<file path="config.mk">
export PLATFORM = sky130hd
export DESIGN_NAME = plin_front
export DESIGN_NICKNAME = d
export VERILOG_FILES = /design/src/plin_pkg.sv /design/src/plin_front.sv
export SDC_FILE = /design/constraint.sdc
export NUM_CORES = 1
export LEC_CHECK = 0
export ABC_AREA = 1
export ABC_CLOCK_PERIOD_IN_PS = 12500
export BUFFER_PORTS_ARGS = -buffer_cell sky130_fd_sc_hd__buf_2
export CAP_MARGIN = 20
export CORE_MARGIN = 1
export CORE_UTILIZATION = 50
export DETAILED_ROUTE_END_ITERATION = 10
export PLACE_DENSITY_LB_ADDON = 0.25
export SLEW_MARGIN = 15
export SYNTH_ARGS = -nofsm -noshare
export SYNTH_HDL_FRONTEND = slang
export SYNTH_SLANG_ARGS = --single-unit
</file>
<file path="constraint.sdc">
create_clock -name clk -period 12.5 [get_ports clk]
set_input_delay 1.25 -clock clk [delete_from_list [all_inputs] [get_ports clk]]
set_output_delay 1.25 -clock clk [all_outputs]
set_load 0.01 [all_outputs]
</file>
<file path="src/plin_pkg.sv">
// ---------------------------------------------------------------------------
// plin_pkg
// Shared types and constants of the piecewise linear interpolation unit.
// ---------------------------------------------------------------------------
package plin_pkg;

  localparam int MAX_POINTS = 64;
  localparam int IDX_W      = $clog2(MAX_POINTS);

  localparam logic OP_WRITE = 1'b0;
  localparam logic OP_EVAL  = 1'b1;

  localparam logic [1:0] REG_INTERP = 2'd0;
  localparam logic [1:0] REG_LEFT   = 2'd1;
  localparam logic [1:0] REG_RIGHT  = 2'd2;
  localparam logic [1:0] REG_EXACT  = 2'd3;

  localparam logic [2:0] CFG_POINT_COUNT   = 3'd0;
  localparam logic [2:0] CFG_LEFT_FILL_ON  = 3'd1;
  localparam logic [2:0] CFG_LEFT_FILL     = 3'd2;
  localparam logic [2:0] CFG_RIGHT_FILL_ON = 3'd3;
  localparam logic [2:0] CFG_RIGHT_FILL    = 3'd4;

  typedef struct packed {
    logic        is_eval;
    logic [5:0]  point_index;
    logic [31:0] point_x;
    logic [31:0] point_y;
    logic [31:0] query_x;
  } item_t;

  typedef struct packed {
    logic [6:0]  point_count;
    logic        left_fill_on;
    logic [31:0] left_fill;
    logic        right_fill_on;
    logic [31:0] right_fill;
  } cfg_t;

endpackage

</file>
<file path="src/plin_front.sv">
// ---------------------------------------------------------------------------
// plin_front
// Accepts requests, decodes them and holds them in a two-entry queue.
// ---------------------------------------------------------------------------
module plin_front
  import plin_pkg::*;
(
  input  logic         clk,
  input  logic         rst,
  input  logic         s_tvalid,
  output logic         s_tready,
  input  logic [103:0] s_tdata,   // point_index, point_x, point_y, query_x, zero pad
  input  logic         s_tuser,   // operation
  output item_t        item,
  output logic         item_valid,
  input  logic         item_pop
);

  item_t      slot [2];
  logic       wr_ptr;
  logic       rd_ptr;
  logic [1:0] fill;
  logic       push;
  item_t      dec;

  assign s_tready   = (fill != 2'd2);
  assign push       = s_tvalid && s_tready;
  assign item_valid = (fill != 2'd0);
  assign item       = slot[rd_ptr];

  always_comb begin
    dec.is_eval     = (s_tuser == OP_EVAL);
    dec.point_index = s_tdata[5:0];
    dec.point_x     = s_tdata[37:6];
    dec.point_y     = s_tdata[69:38];
    dec.query_x     = s_tdata[101:70];
  end

  always_ff @(posedge clk) begin
    if (push) begin
      slot[wr_ptr] <= dec;
    end
    if (rst) begin
      wr_ptr <= 1'b0;
      rd_ptr <= 1'b0;
      fill   <= 2'd0;
    end else begin
      if (push) begin
        wr_ptr <= ~wr_ptr;
      end
      if (item_pop) begin
        rd_ptr <= ~rd_ptr;
      end
      fill <= fill + {1'b0, push} - {1'b0, item_pop};
    end
  end

endmodule

</file>
==> summary.md, run 1 <==
| Metric | Value |
|---|---|
| Final hold slack | 0.518 ns |
| CTS Buffer Depth | 3 |
| Hold Path Class | reg -> reg |
| CP cell instances | buf_4 > mux2_2 > buf_2 |
| Hold path start | rd_ptr |
| FF-to-FF path depth | 6 |
| CTS Buf Count | 22 |
| RR Endpoint | slot[1][3] |
| Psw | 373 uW |
| Initial antenna violation count | 0 |
| Post-route antenna net violation count | 0 |
| # IOs | 214 |
| Clock share of power | 36.1% |
| Post-route setup slack | 8.67 ns |
| PwrDens | 173 nW/um^2 |
| First-pass GRT wire length | 21100 microns |
| Max VDD drop | 131 uV |
| Area of the multi-input gates | 1280 sq um |
| RD Place Congestion | 0.753 |
| Global route overflow | 0 |
| Synth Warn # | 0 |
| Sequential cell area | 6290 sq um |
| Setup Fix Bufs, Post-CTS | 0 |
| Setup slack, reg-to-reg | 9.83 ns |
| RSZ-0062 raised after global routing | false |
| Htree depth | 1 |
| DRT Wirelength | 13600 microns |
| Mapped cell area | 7670 sq um |
| Post-CTS Hold Fix Bufs | 0 |
| Fin crit share | 30.7% |
| Via count | 3939 |
| Die Ht | 126 microns |
| Number of global-route vias before repair | 4200 |
| Least-Margin Pin Slew | 0.910 ns |
| Maximum clock frequency | 261 MHz |
| Crit path required time | 11.25 ns |
| Max-slew headroom | 39.3% |
| Worst Path Max Fanout | 56 |
| Hold depth | 2 |
| Via/cell ratio | 5.05 |
| Status | complete, no violations |
| Clock transition at the registers of the reported paths | 0.06 ns |
| Cell taking the most area after synthesis | edfxtp_1 |
| Grt met3 use | 6.12% |
| Placed Area | 8910 sq um |
| Fin. max-slew vios | 0 |
| Crit path buf inv count | 2 |
| Dpl hpwl | 8470 microns |
| DRC | 0 |
| Setup TNS Final | 0 ns |
| Buffers on Ports | 211 |
| Power, Total | 1.66 mW |
| Hold path endpoint | rd_ptr |
| Tot GR Track Use | 17.2% |
| Clk sinks | 211 |
| CTS-repair resized insts | 0 |
| Post-Syn Nets | 462 |
| Largest cells by area after synthesis | edfxtp_1 (81%), mux2_2 (15%), dfxtp_1 (1.3%) |
| Net Sw Frac | 22.4% |
| Leakage | 3.61 nW |
| Sequential-to-total area share from yosys stat | 81.9% |
| Synthesis-to-finish area growth | 25.2% |
| Most frequent cells in the layout | buf_2 (211), edfxtp_1 (206), mux2_2 (103) |
| Most used routing layer | met2 |
| Worst clock skew | 0.00878 ns |
| Worst-Skew Late Latency | 0.49 ns |
| Root buffer cell | clkbuf_16 |
| Synthesized instance count | 352 |
| Maximum number of pins on one net before global-route repair | 68 |
| Most common cell after layout, fill and taps aside | buf_2 |
| # setup viols final | 0 |
| Logic gate share of total power | 11.9% |
| Launching point of the worst reg2reg path | fill[0] |
| Arrival @ worst endpoint | 2.58 ns |
| Core Area | 14800 sq um |
| Max Cap Viol | 0 |
| Initial DRC count | 275 |
| Met2 GRT Util | 28.8% |
| Layout fillers | 1056 |
| CTS tree | done |
| Share of cells above drive strength 1 | 58.7% |
| CP startpoint kind | flop |
| Layout net count | 691 |
| Final instance area | 9600 sq um |
| Average cell area after synthesis | 21.8 sq um |
| Top-area cell type share of the netlist area | 80.6% |
| Pint | 1.29 mW |
| CP Class | reg -> out |
| Fin crit period | 3.83 ns |
| Top delay family on crit path | buffers and inverters |
| DR WL/cell | 17.4 microns |
| Crit end category | primary output |
| Met1 usage | 21.3% |
| Total count of hold-check failures in the final report | 0 |
| Iteration count of the initial detailed-routing pass | 4 |
| Row Count | 44 |
| Ant diodes | 0 |
| Die area | 15800 sq um |
| Crit path largest cell delay | 0.75 ns |
| Die width | 126 microns |
| Pre-CTS setup slack | 8.69 ns |
| Starting Density | 52.0% |
| Post-synthesis register bit count | 211 |
| CP max stage cell | dfxtp_4 |
| Flop pwr share | 52.0% |
| Distinct cells, synth | 13 |
[final cells by class]
| class | instances | share of cell area, % |
|---|---|---|
| clock buffer | 27 | 6.15 |
| inverter | 6 | 0.235 |
| timing repair buffer | 216 | 11.6 |
| sequential | 211 | 65.5 |
| tap | 184 | 2.40 |
| clock inverter | 12 | 0.821 |
| multi-input combinational | 124 | 13.3 |
[worst min-delay path, cell delays in order (launching register included)]
cell and delay (ns):
dfxtp_1 0.33, xnor2_1 0.09, nor2_1 0.07
[how the worst max path moves through the flow]
stage / endpoint / cells past startpoint / from / slack, ns
after global routing: item[32] / 3 / flop / 8.49
final: item[41] / 3 / flop / 8.67
after floorplan: slot[0][0] / 2 / s_tvalid / 6.25
after detailed placement: slot[1][74] / 4 / s_tvalid / 8.69
after global placement: slot[1][94] / 4 / s_tvalid / 8.80
after CTS: item[94] / 3 / flop / 8.59
[metal layers]
layer	up-vias	part of all wire [%]
met5	-	0
met4	0	1.9
met3	23	9.0
met2	157	47
met1	1914	42
li1	1845	-
[logic make-up (layout without fill, tap and decap cells)]
family | count (synthesis) | in the layout | share of synthesized area [%]
xor+xnor | 2 | 2 | 0.228
flops | 211 | 211 | 81.9
fa+ha+maj | 1 | 1 | 0.163
buf+inv | 17 | 261 | 1.61
compound gates | 2 | 2 | 0.130
mux | 103 | 103 | 15.1
simple gates | 16 | 16 | 0.815
[power groups by stage]
stage / Combinational (mW) / Clock [mW] / Sequential, mW
floorplan: 0.122 / 0 / 0.879
global placement: 0.195 / 0 / 0.876
detailed placement: 0.200 / 0 / 0.881
CTS: 0.201 / 0.614 / 0.866
global route: 0.217 / 0.637 / 0.871
finish: 0.199 / 0.601 / 0.865
[per-stage QoR]
stage                     utilization [%]  cells
final                                65.1    780
after global routing                 65.1    780
after CTS                            64.9    779
after detailed placement             60.4    740
after global placement               60.4    740
after floorplan                         -    352
[cells in the mapped netlist]
| cell type | instances |
|---|---|
| inv_1 | 6 |
| buf_2 | 3 |
| dfxtp_1 | 5 |
| a21oi_1 | 2 |
| buf_4 | 1 |
| mux2_2 | 103 |
| nor2_1 | 6 |
| edfxtp_1 | 206 |
| ha_1 | 1 |
| nand3_1 | 2 |
| xnor2_1 | 2 |
| buf_6 | 7 |
| nand2_1 | 8 |
[sequential cells by signal, summed over array words and instances (netlist names), named ones only]
signal,flops
rd_ptr,1
fill,2
wr_ptr,1
slot,206
No activity file was read; power rests on OpenSTA's default activity.
==> inputs of run 2 (changes only) <==
--- a/config.mk
+++ b/config.mk
@@ -6,7 +6,7 @@
 export NUM_CORES = 1
 export LEC_CHECK = 0
 export ABC_AREA = 1
-export ABC_CLOCK_PERIOD_IN_PS = 12500
+export ABC_CLOCK_PERIOD_IN_PS = 3900
 export BUFFER_PORTS_ARGS = -buffer_cell sky130_fd_sc_hd__buf_2
 export CAP_MARGIN = 20
 export CORE_MARGIN = 1
==> constraint.sdc (replaced) <==
create_clock -name clk -period 3.9 [get_ports clk]
set_input_delay 0.39 -clock clk [delete_from_list [all_inputs] [get_ports clk]]
set_output_delay 0.39 -clock clk [all_outputs]
set_load 0.01 [all_outputs]
==> summary.md, run 2 (same netlist as run 1, synthesis figures left out) <==
| Metric | Value |
|---|---|
| Maximum number of pins on one net before global-route repair | 64 (-5.9%) |
| CTS Buf Count | 22 (unchanged) |
| Leakage | 3.60 nW (-0.18%) |
| Tot GR Track Use | 16.7% (-0.48 points) |
| Final instance area | 9590 sq um (-0.13%) |
| Worst Path Max Fanout | 63 (+13%) |
| Via/cell ratio | 5.07 (+0.38%) |
| Worst clock skew | 0.00459 ns (-0.00418 ns) |
| RD Place Congestion | 0.692 (-8.0%) |
| Die area | 15800 sq um (unchanged) |
| Ant diodes | 0 (unchanged) |
| CP startpoint kind | flop |
| Buffers on Ports | 211 (unchanged) |
| Final hold slack | 0.0931 ns (-0.425 ns) |
| Initial DRC count | 259 (-5.8%) |
| CTS Buffer Depth | 3 (unchanged) |
| Dpl hpwl | 8470 microns (about the same) |
| Worst-Skew Late Latency | 0.48 ns (about the same) |
| Starting Density | 52.0% (unchanged) |
| Fin. max-slew vios | 0 (unchanged) |
| Initial antenna violation count | 0 (unchanged) |
| Pint | 4.14 mW (+220%) |
| Hold depth | 1 (-1) |
| CP Class | reg -> out |
| Post-CTS Hold Fix Bufs | 0 (unchanged) |
| Placed Cells | 742 (+0.27%) |
| DRT Wirelength | 13400 microns (-1.2%) |
| FF-to-FF path depth | 5 (-1) |
| Least-Margin Pin Slew | 0.850 ns (-0.0601 ns) |
| Synthesis-to-finish area growth | 25.0% |
| DR WL/cell | 17.3 microns (-0.90%) |
| # IOs | 214 (unchanged) |
| Clock share of power | 35.8% (-0.3 points) |
| Total count of hold-check failures in the final report | 0 (unchanged) |
| Max Cap Viol | 0 (unchanged) |
| Post-route antenna net violation count | 0 (unchanged) |
| Fin crit period | 2.76 ns |
| Most frequent cells in the layout | buf_2 (211), edfxtp_1 (206), mux2_2 (103) |
| Most common cell after layout, fill and taps aside | buf_2 |
| CTS-repair resized insts | 0 (unchanged) |
| Die Ht | 126 microns (unchanged) |
| Global route overflow | 0 (unchanged) |
| Largest register FFs | 206 (unchanged) |
| PwrDens | 554 nW/um^2 (+220%) |
| Largest reg by FF count | slot |
| First-pass GRT wire length | 20700 microns (-2.2%) |
| Setup Fix Bufs, Post-CTS | 0 (unchanged) |
| Max-slew headroom | 43.3% (+4.0 points) |
| Post-Layout Cell Count | 778 (-0.26%) |
| Setup slack, reg-to-reg | 1.98 ns (-7.85 ns) |
| Share of cells above drive strength 1 | 58.9% (+0.20 points) |
| Maximum clock frequency | 362 MHz |
| Status | complete, no violations |
| Htree depth | 1 (unchanged) |
| Net Sw Frac | 22.0% (-0.41 points) |
| Die width | 126 microns (unchanged) |
| CTS tree | done |
| Crit end category | primary output |
| Psw | 1.17 mW (+210%) |
| Finished Core Util | 65.0% (-0.085 points) |
| Row Count | 44 (unchanged) |
| DRC | 0 (unchanged) |
| Flop pwr share | 52.3% (+0.3 points) |
| Hold Path Class | in -> reg |
| Layout net count | 692 (+0.14%) |
| Arrival @ worst endpoint | 2.37 ns (-0.21 ns) |
| Clock transition at the registers of the reported paths | 0.06 ns (about the same) |
| Crit path required time | 3.51 ns (-7.74 ns) |
| RSZ-0062 raised after global routing | false |
| Placed Area | 8930 sq um (+0.31%) |
| Core Area | 14800 sq um (unchanged) |
| Clk sinks | 211 (unchanged) |
| Fin crit share | 70.8% |
| Number of global-route vias before repair | 4152 (-1.1%) |
| # setup viols final | 0 (unchanged) |
| Logic gate share of total power | 11.9% (about the same) |
| Via count | 3944 (+0.13%) |
| Top flop regs | slot (206), fill (2) |
| Iteration count of the initial detailed-routing pass | 4 (unchanged) |
| Max VDD drop | 511 uV (+290%) |
| Root buffer cell | clkbuf_16 |
run 2: cell count changes in the layout (fill, tap and decap cells not counted), sizes merged:
cell / previous run / this run
clkbuf: 27 / 30
buf: 216 / 217
clkinv: 10 / 4
run 2: layout make-up:
| cell class | count | area (sq um) |
|---|---|---|
| multi-input combinational | 124 | 1280 |
| timing repair buffer | 217 | 1110 |
| fill | 1062 | 5160 |
| inverter | 6 | 22.5 |
| tap | 184 | 230 |
| clock inverter | 6 | 55.1 |
| sequential | 211 | 6290 |
| clock buffer | 30 | 602 |
run 2: worst paths after layout:
kind	start	end
worst min register to register	wr_ptr	wr_ptr
worst max register to register	fill[0]	slot[0][57]
worst max-delay path	flop	item[5]
worst min-delay path	s_tdata[92]	slot[1][22]
run 2: metrics by stage:
stage               setup TNS [ns]  setup WS [ns]  total power [mW]
floorplan                  -332.95          -1.62              3.21
global placement                 0           1.62              3.44
detailed placement               0           1.60              3.47
CTS                              0           1.07              5.38
global route                     0          0.998              5.52
finish                           0           1.14              5.31
run 2: power groups by stage:
| stage | Clock (mW) | Combinational (mW) | Sequential, mW |
|---|---|---|---|
| finish | 1.90 | 0.630 | 2.78 |
| global route | 2.04 | 0.684 | 2.79 |
| CTS | 1.95 | 0.643 | 2.78 |
| detailed placement | 0 | 0.638 | 2.83 |
| global placement | 0 | 0.624 | 2.81 |
| floorplan | 0 | 0.393 | 2.82 |
run 2: critical path, stage by stage, from the launching register on:
cell     delay (ns)
dfxtp_4        0.89
buf_4          0.43
mux2_2         0.39
buf_2          0.14
run 2: layer usage:
| metal | GRT usage [%] | vias up | share of wire (%) |
|---|---|---|---|
| met5 | 0 | - | 0 |
| met4 | 4.04 | 0 | 1.2 |
| met3 | 6.20 | 14 | 10 |
| met2 | 27.4 | 173 | 47 |
| met1 | 21.2 | 1915 | 42 |
| li1 | - | 1842 | - |
==> inputs of run 3 (changes only) <==
--- a/config.mk
+++ b/config.mk
@@ -5,12 +5,12 @@
 export SDC_FILE = /design/constraint.sdc
 export NUM_CORES = 1
 export LEC_CHECK = 0
-export ABC_AREA = 1
-export ABC_CLOCK_PERIOD_IN_PS = 3900
+export ABC_AREA = 0
+export ABC_CLOCK_PERIOD_IN_PS = 2200
 export BUFFER_PORTS_ARGS = -buffer_cell sky130_fd_sc_hd__buf_2
 export CAP_MARGIN = 20
 export CORE_MARGIN = 1
-export CORE_UTILIZATION = 50
+export CORE_UTILIZATION = 47
 export DETAILED_ROUTE_END_ITERATION = 10
 export PLACE_DENSITY_LB_ADDON = 0.25
 export SLEW_MARGIN = 15
==> constraint.sdc (replaced) <==
create_clock -name clk -period 2.2 [get_ports clk]
set_input_delay 0.22 -clock clk [delete_from_list [all_inputs] [get_ports clk]]
set_output_delay 0.22 -clock clk [all_outputs]
set_load 0.01 [all_outputs]
==> summary.md, run 3 <==
| Metric | Value |
|---|---|
| Status | complete, no violations |
| Clk sinks | 211 (unchanged) |
| Most common cell after layout, fill and taps aside | buf_2 |
| Hold path endpoint | wr_ptr |
| DR WL/cell | 17.0 microns (-1.3%) |
| CP startpoint kind | flop |
| Ant diodes | 0 (unchanged) |
| Layout net count | 793 (+15%) |
| Launching point of the worst reg2reg path | fill[0] |
| Final hold slack | 0.110 ns (+0.0170 ns) |
| Fin. max-slew vios | 0 (unchanged) |
| Post-Synth Simple-Gate Area | 1.03% (+0.21 points) |
| Row Count | 46 (+4.5%) |
| Most frequent cells in the layout | buf_2 (211), edfxtp_1 (206), dlygate4sd3_1 (104) |
| Placed Cells | 771 (+3.9%) |
| Fin crit share | 93.4% |
| Max Cap Viol | 0 (unchanged) |
| Average cell area after synthesis | 22.0 sq um (+0.88%) |
| RSZ-0062 raised after global routing | false |
| Finished Core Util | 68.0% (+3.0 points) |
| Compound-Gate Fraction of Synth Area | 0.408% (+0.28 points) |
| # IOs | 214 (unchanged) |
| Largest family of logic cells by synthesized area | multiplexers |
| Maximum clock frequency | 487 MHz |
| Sequential-to-total area share from yosys stat | 81.9% (about the same) |
| Hold path start | s_tvalid |
| CP Class | reg -> out |
| Crit end category | primary output |
| Net Sw Frac | 22.6% (+0.60 points) |
| Pre-CTS setup slack | 0.542 ns (-1.06 ns) |
| Most frequent cell after synthesis | edfxtp_1 |
| Number of global-route vias before repair | 4580 (+10%) |
| Top flop regs | slot (206), fill (2) |
| Async SR Flop Fraction | 0% (unchanged) |
| Least-Margin Pin Slew | 0.377 ns (-0.473 ns) |
| Most instantiated cells after synthesis | edfxtp_1 (206), mux2_1 (70), mux2_2 (33) |
| Fin crit period | 2.05 ns |
| Root buffer cell | clkbuf_16 |
| Clock transition at the registers of the reported paths | 0.06 ns (about the same) |
| Initial antenna violation count | 0 (unchanged) |
| Worst Path Max Fanout | 47 (-25%) |
| Worst clock skew | 0.0133 ns (+0.00872 ns) |
| Starting Density | 48.3% (-3.7 points) |
| Post-synthesis register bit count | 211 (unchanged) |
| Die width | 130 microns (+3.1%) |
| Multiplexer share of the synthesized area | 15.1% (about the same) |
| Dpl hpwl | 8970 microns (+5.9%) |
| Post-synth EDFFs | 206 (unchanged) |
| DRC | 0 (unchanged) |
| Synth Warn # | 0 (unchanged) |
| Initial DRC count | 205 (-21%) |
| Primary FF master, synth | edfxtp_1 |
| Largest register FFs | 206 (unchanged) |
| Psw | 2.19 mW (+88%) |
| Clock share of power | 35.9% (about the same) |
| Largest reg by FF count | slot |
| Setup slack, reg-to-reg | 0.57 ns (-1.41 ns) |
| Die area | 16800 sq um (+6.3%) |
| Arrival @ worst endpoint | 1.83 ns (-0.54 ns) |
| Crit path required time | 1.98 ns (-1.53 ns) |
| Post-Syn Nets | 459 (-0.65%) |
| Logic gate share of total power | 13.6% (+1.7 points) |
| CTS Buffer Depth | 3 (unchanged) |
| Maximum number of pins on one net before global-route repair | 54 (-16%) |
| Share of cells above drive strength 1 | 41.5% (-17 points) |
| Placed Area | 9070 sq um (+1.5%) |
| Core Area | 15900 sq um (+7.7%) |
| Post-route antenna net violation count | 0 (unchanged) |
| CTS Buf Count | 21 (-4.5%) |
| Leakage | 4.09 nW (+14%) |
| Power, Total | 9.70 mW (+83%) |
| Global route overflow | 0 (unchanged) |
| Buffers on Ports | 211 (unchanged) |
| Htree depth | 1 (unchanged) |
| Die Ht | 130 microns (+3.1%) |
| Total count of hold-check failures in the final report | 0 (unchanged) |
| Hold Path Class | in -> reg |
| RD Place Congestion | 0.674 (-2.6%) |
| Max-slew headroom | 74.9% (+32 points) |
| Worst-Skew Late Latency | 0.49 ns (about the same) |
| Post-Synth XOR/XNOR Area | 0.228% (about the same) |
| Post-route setup slack | 0.146 ns (-0.992 ns) |
| First-pass GRT wire length | 22800 microns (+10%) |
| Post-synthesis adder-cell area fraction | 0.163% (about the same) |
| Setup TNS Final | 0 ns (unchanged) |
| Synthesis-to-finish area growth | 40.7% |
| PwrDens | 899 nW/um^2 (+62%) |
| CTS-repair resized insts | 0 (unchanged) |
| DRT Wirelength | 15600 microns (+16%) |
| Tot GR Track Use | 17.9% (+1.3 points) |
| Mapped cell area | 7670 sq um (about the same) |
| FF-to-FF path depth | 6 (+1) |
| RR Endpoint | fill[1] |
| Max VDD drop | 755 uV (+48%) |
| Pint | 7.51 mW (+81%) |
| CTS tree | done |
| Synthesized instance count | 349 (-0.85%) |
| Post-Layout Cell Count | 914 (+17%) |
| Top-area cell type share of the netlist area | 80.6% (about the same) |
| Final instance area | 10800 sq um (+13%) |
| Via count | 4436 (+12%) |
| Cell taking the most area after synthesis | edfxtp_1 |
| # setup viols final | 0 (unchanged) |
| Distinct cells, synth | 23 (+10) |
| Hold depth | 3 (+2) |
| Flop pwr share | 50.5% (-1.8 points) |
| Via/cell ratio | 4.85 (-4.3%) |
| Iteration count of the initial detailed-routing pass | 5 (+1) |
| Largest cells by area after synthesis | edfxtp_1 (81%), mux2_1 (10%), mux2_2 (4.8%) |
-- run 3: cell count changes after synthesis, moves of 3 or more --
| cell | previous run | this run |
|---|---|---|
| buf_6 | 7 | 0 |
| nor2_1 | 6 | 3 |
| nand2_1 | 8 | 1 |
| mux2_2 | 103 | 33 |
| buf_4 | 1 | 7 |
| mux2_1 | 0 | 70 |
-- run 3: repair_timing --
item	4_1_cts	5_1_grt
endpoints found under the hold margin	210	0
hold buffers	104	0
setup endpoints to repair	0	34
buffers inserted	0	1
-- run 3: how the worst max path moves through the flow --
stage	start	end	slack [ns]	cells after the start
2_1_floorplan	fill[0]	slot[0][0]	-0.33	3
3_3_place_gp	flop	item[88]	0.57	3
3_5_place_dp	flop	item[25]	0.54	3
4_1_cts	flop	item[9]	0.01	3
5_1_grt	flop	item[87]	0.06	3
6_report	flop	item[87]	0.15	3
-- run 3: kinds of logic after synthesis --
group / Yosys count
AO/OA/AOI/OAI: 4
XOR/XNOR: 2
adder cells (fa/ha/maj): 1
buffers and inverters: 15
flip-flops: 211
multiplexers: 103
AND/OR/NAND/NOR: 13
-- run 3: metal layers --
layer	share of wire [%]	wire length (microns)	track usage, %	vias to the layer above
li1	-	-	-	2064
met1	40	6160	20.2	2171
met2	50	7850	32.8	173
met3	8.1	1260	5.04	28
met4	2.0	314	5.88	0
met5	0	0	0	-
-- run 3: power groups by stage --
stage          logic (mW)  registers [mW]  clock network (mW)
4_1_cts              1.32            4.91                3.56
6_report             1.32            4.90                3.49
3_3_place_gp         1.14            4.97                   0
2_1_floorplan       0.645            4.96                   0
3_5_place_dp         1.16            4.99                   0
5_1_grt              1.42            4.92                3.73
-- run 3: worst max-delay path, stage by stage (launching register included) --
cell	delay, ns
dfxtp_4	0.49
buf_12	0.29
mux2_1	0.38
buf_2	0.15
-- run 3: final cells by class --
cell class              count  area (sq um)
flip-flops and latches    211          6290
fillers                  1102          5090
repair buffers            322          2230
multi-input cells         123          1310
clock buffers              28           572
well taps                 216           270
clock inverters            10           101
inverters                   4          18.8
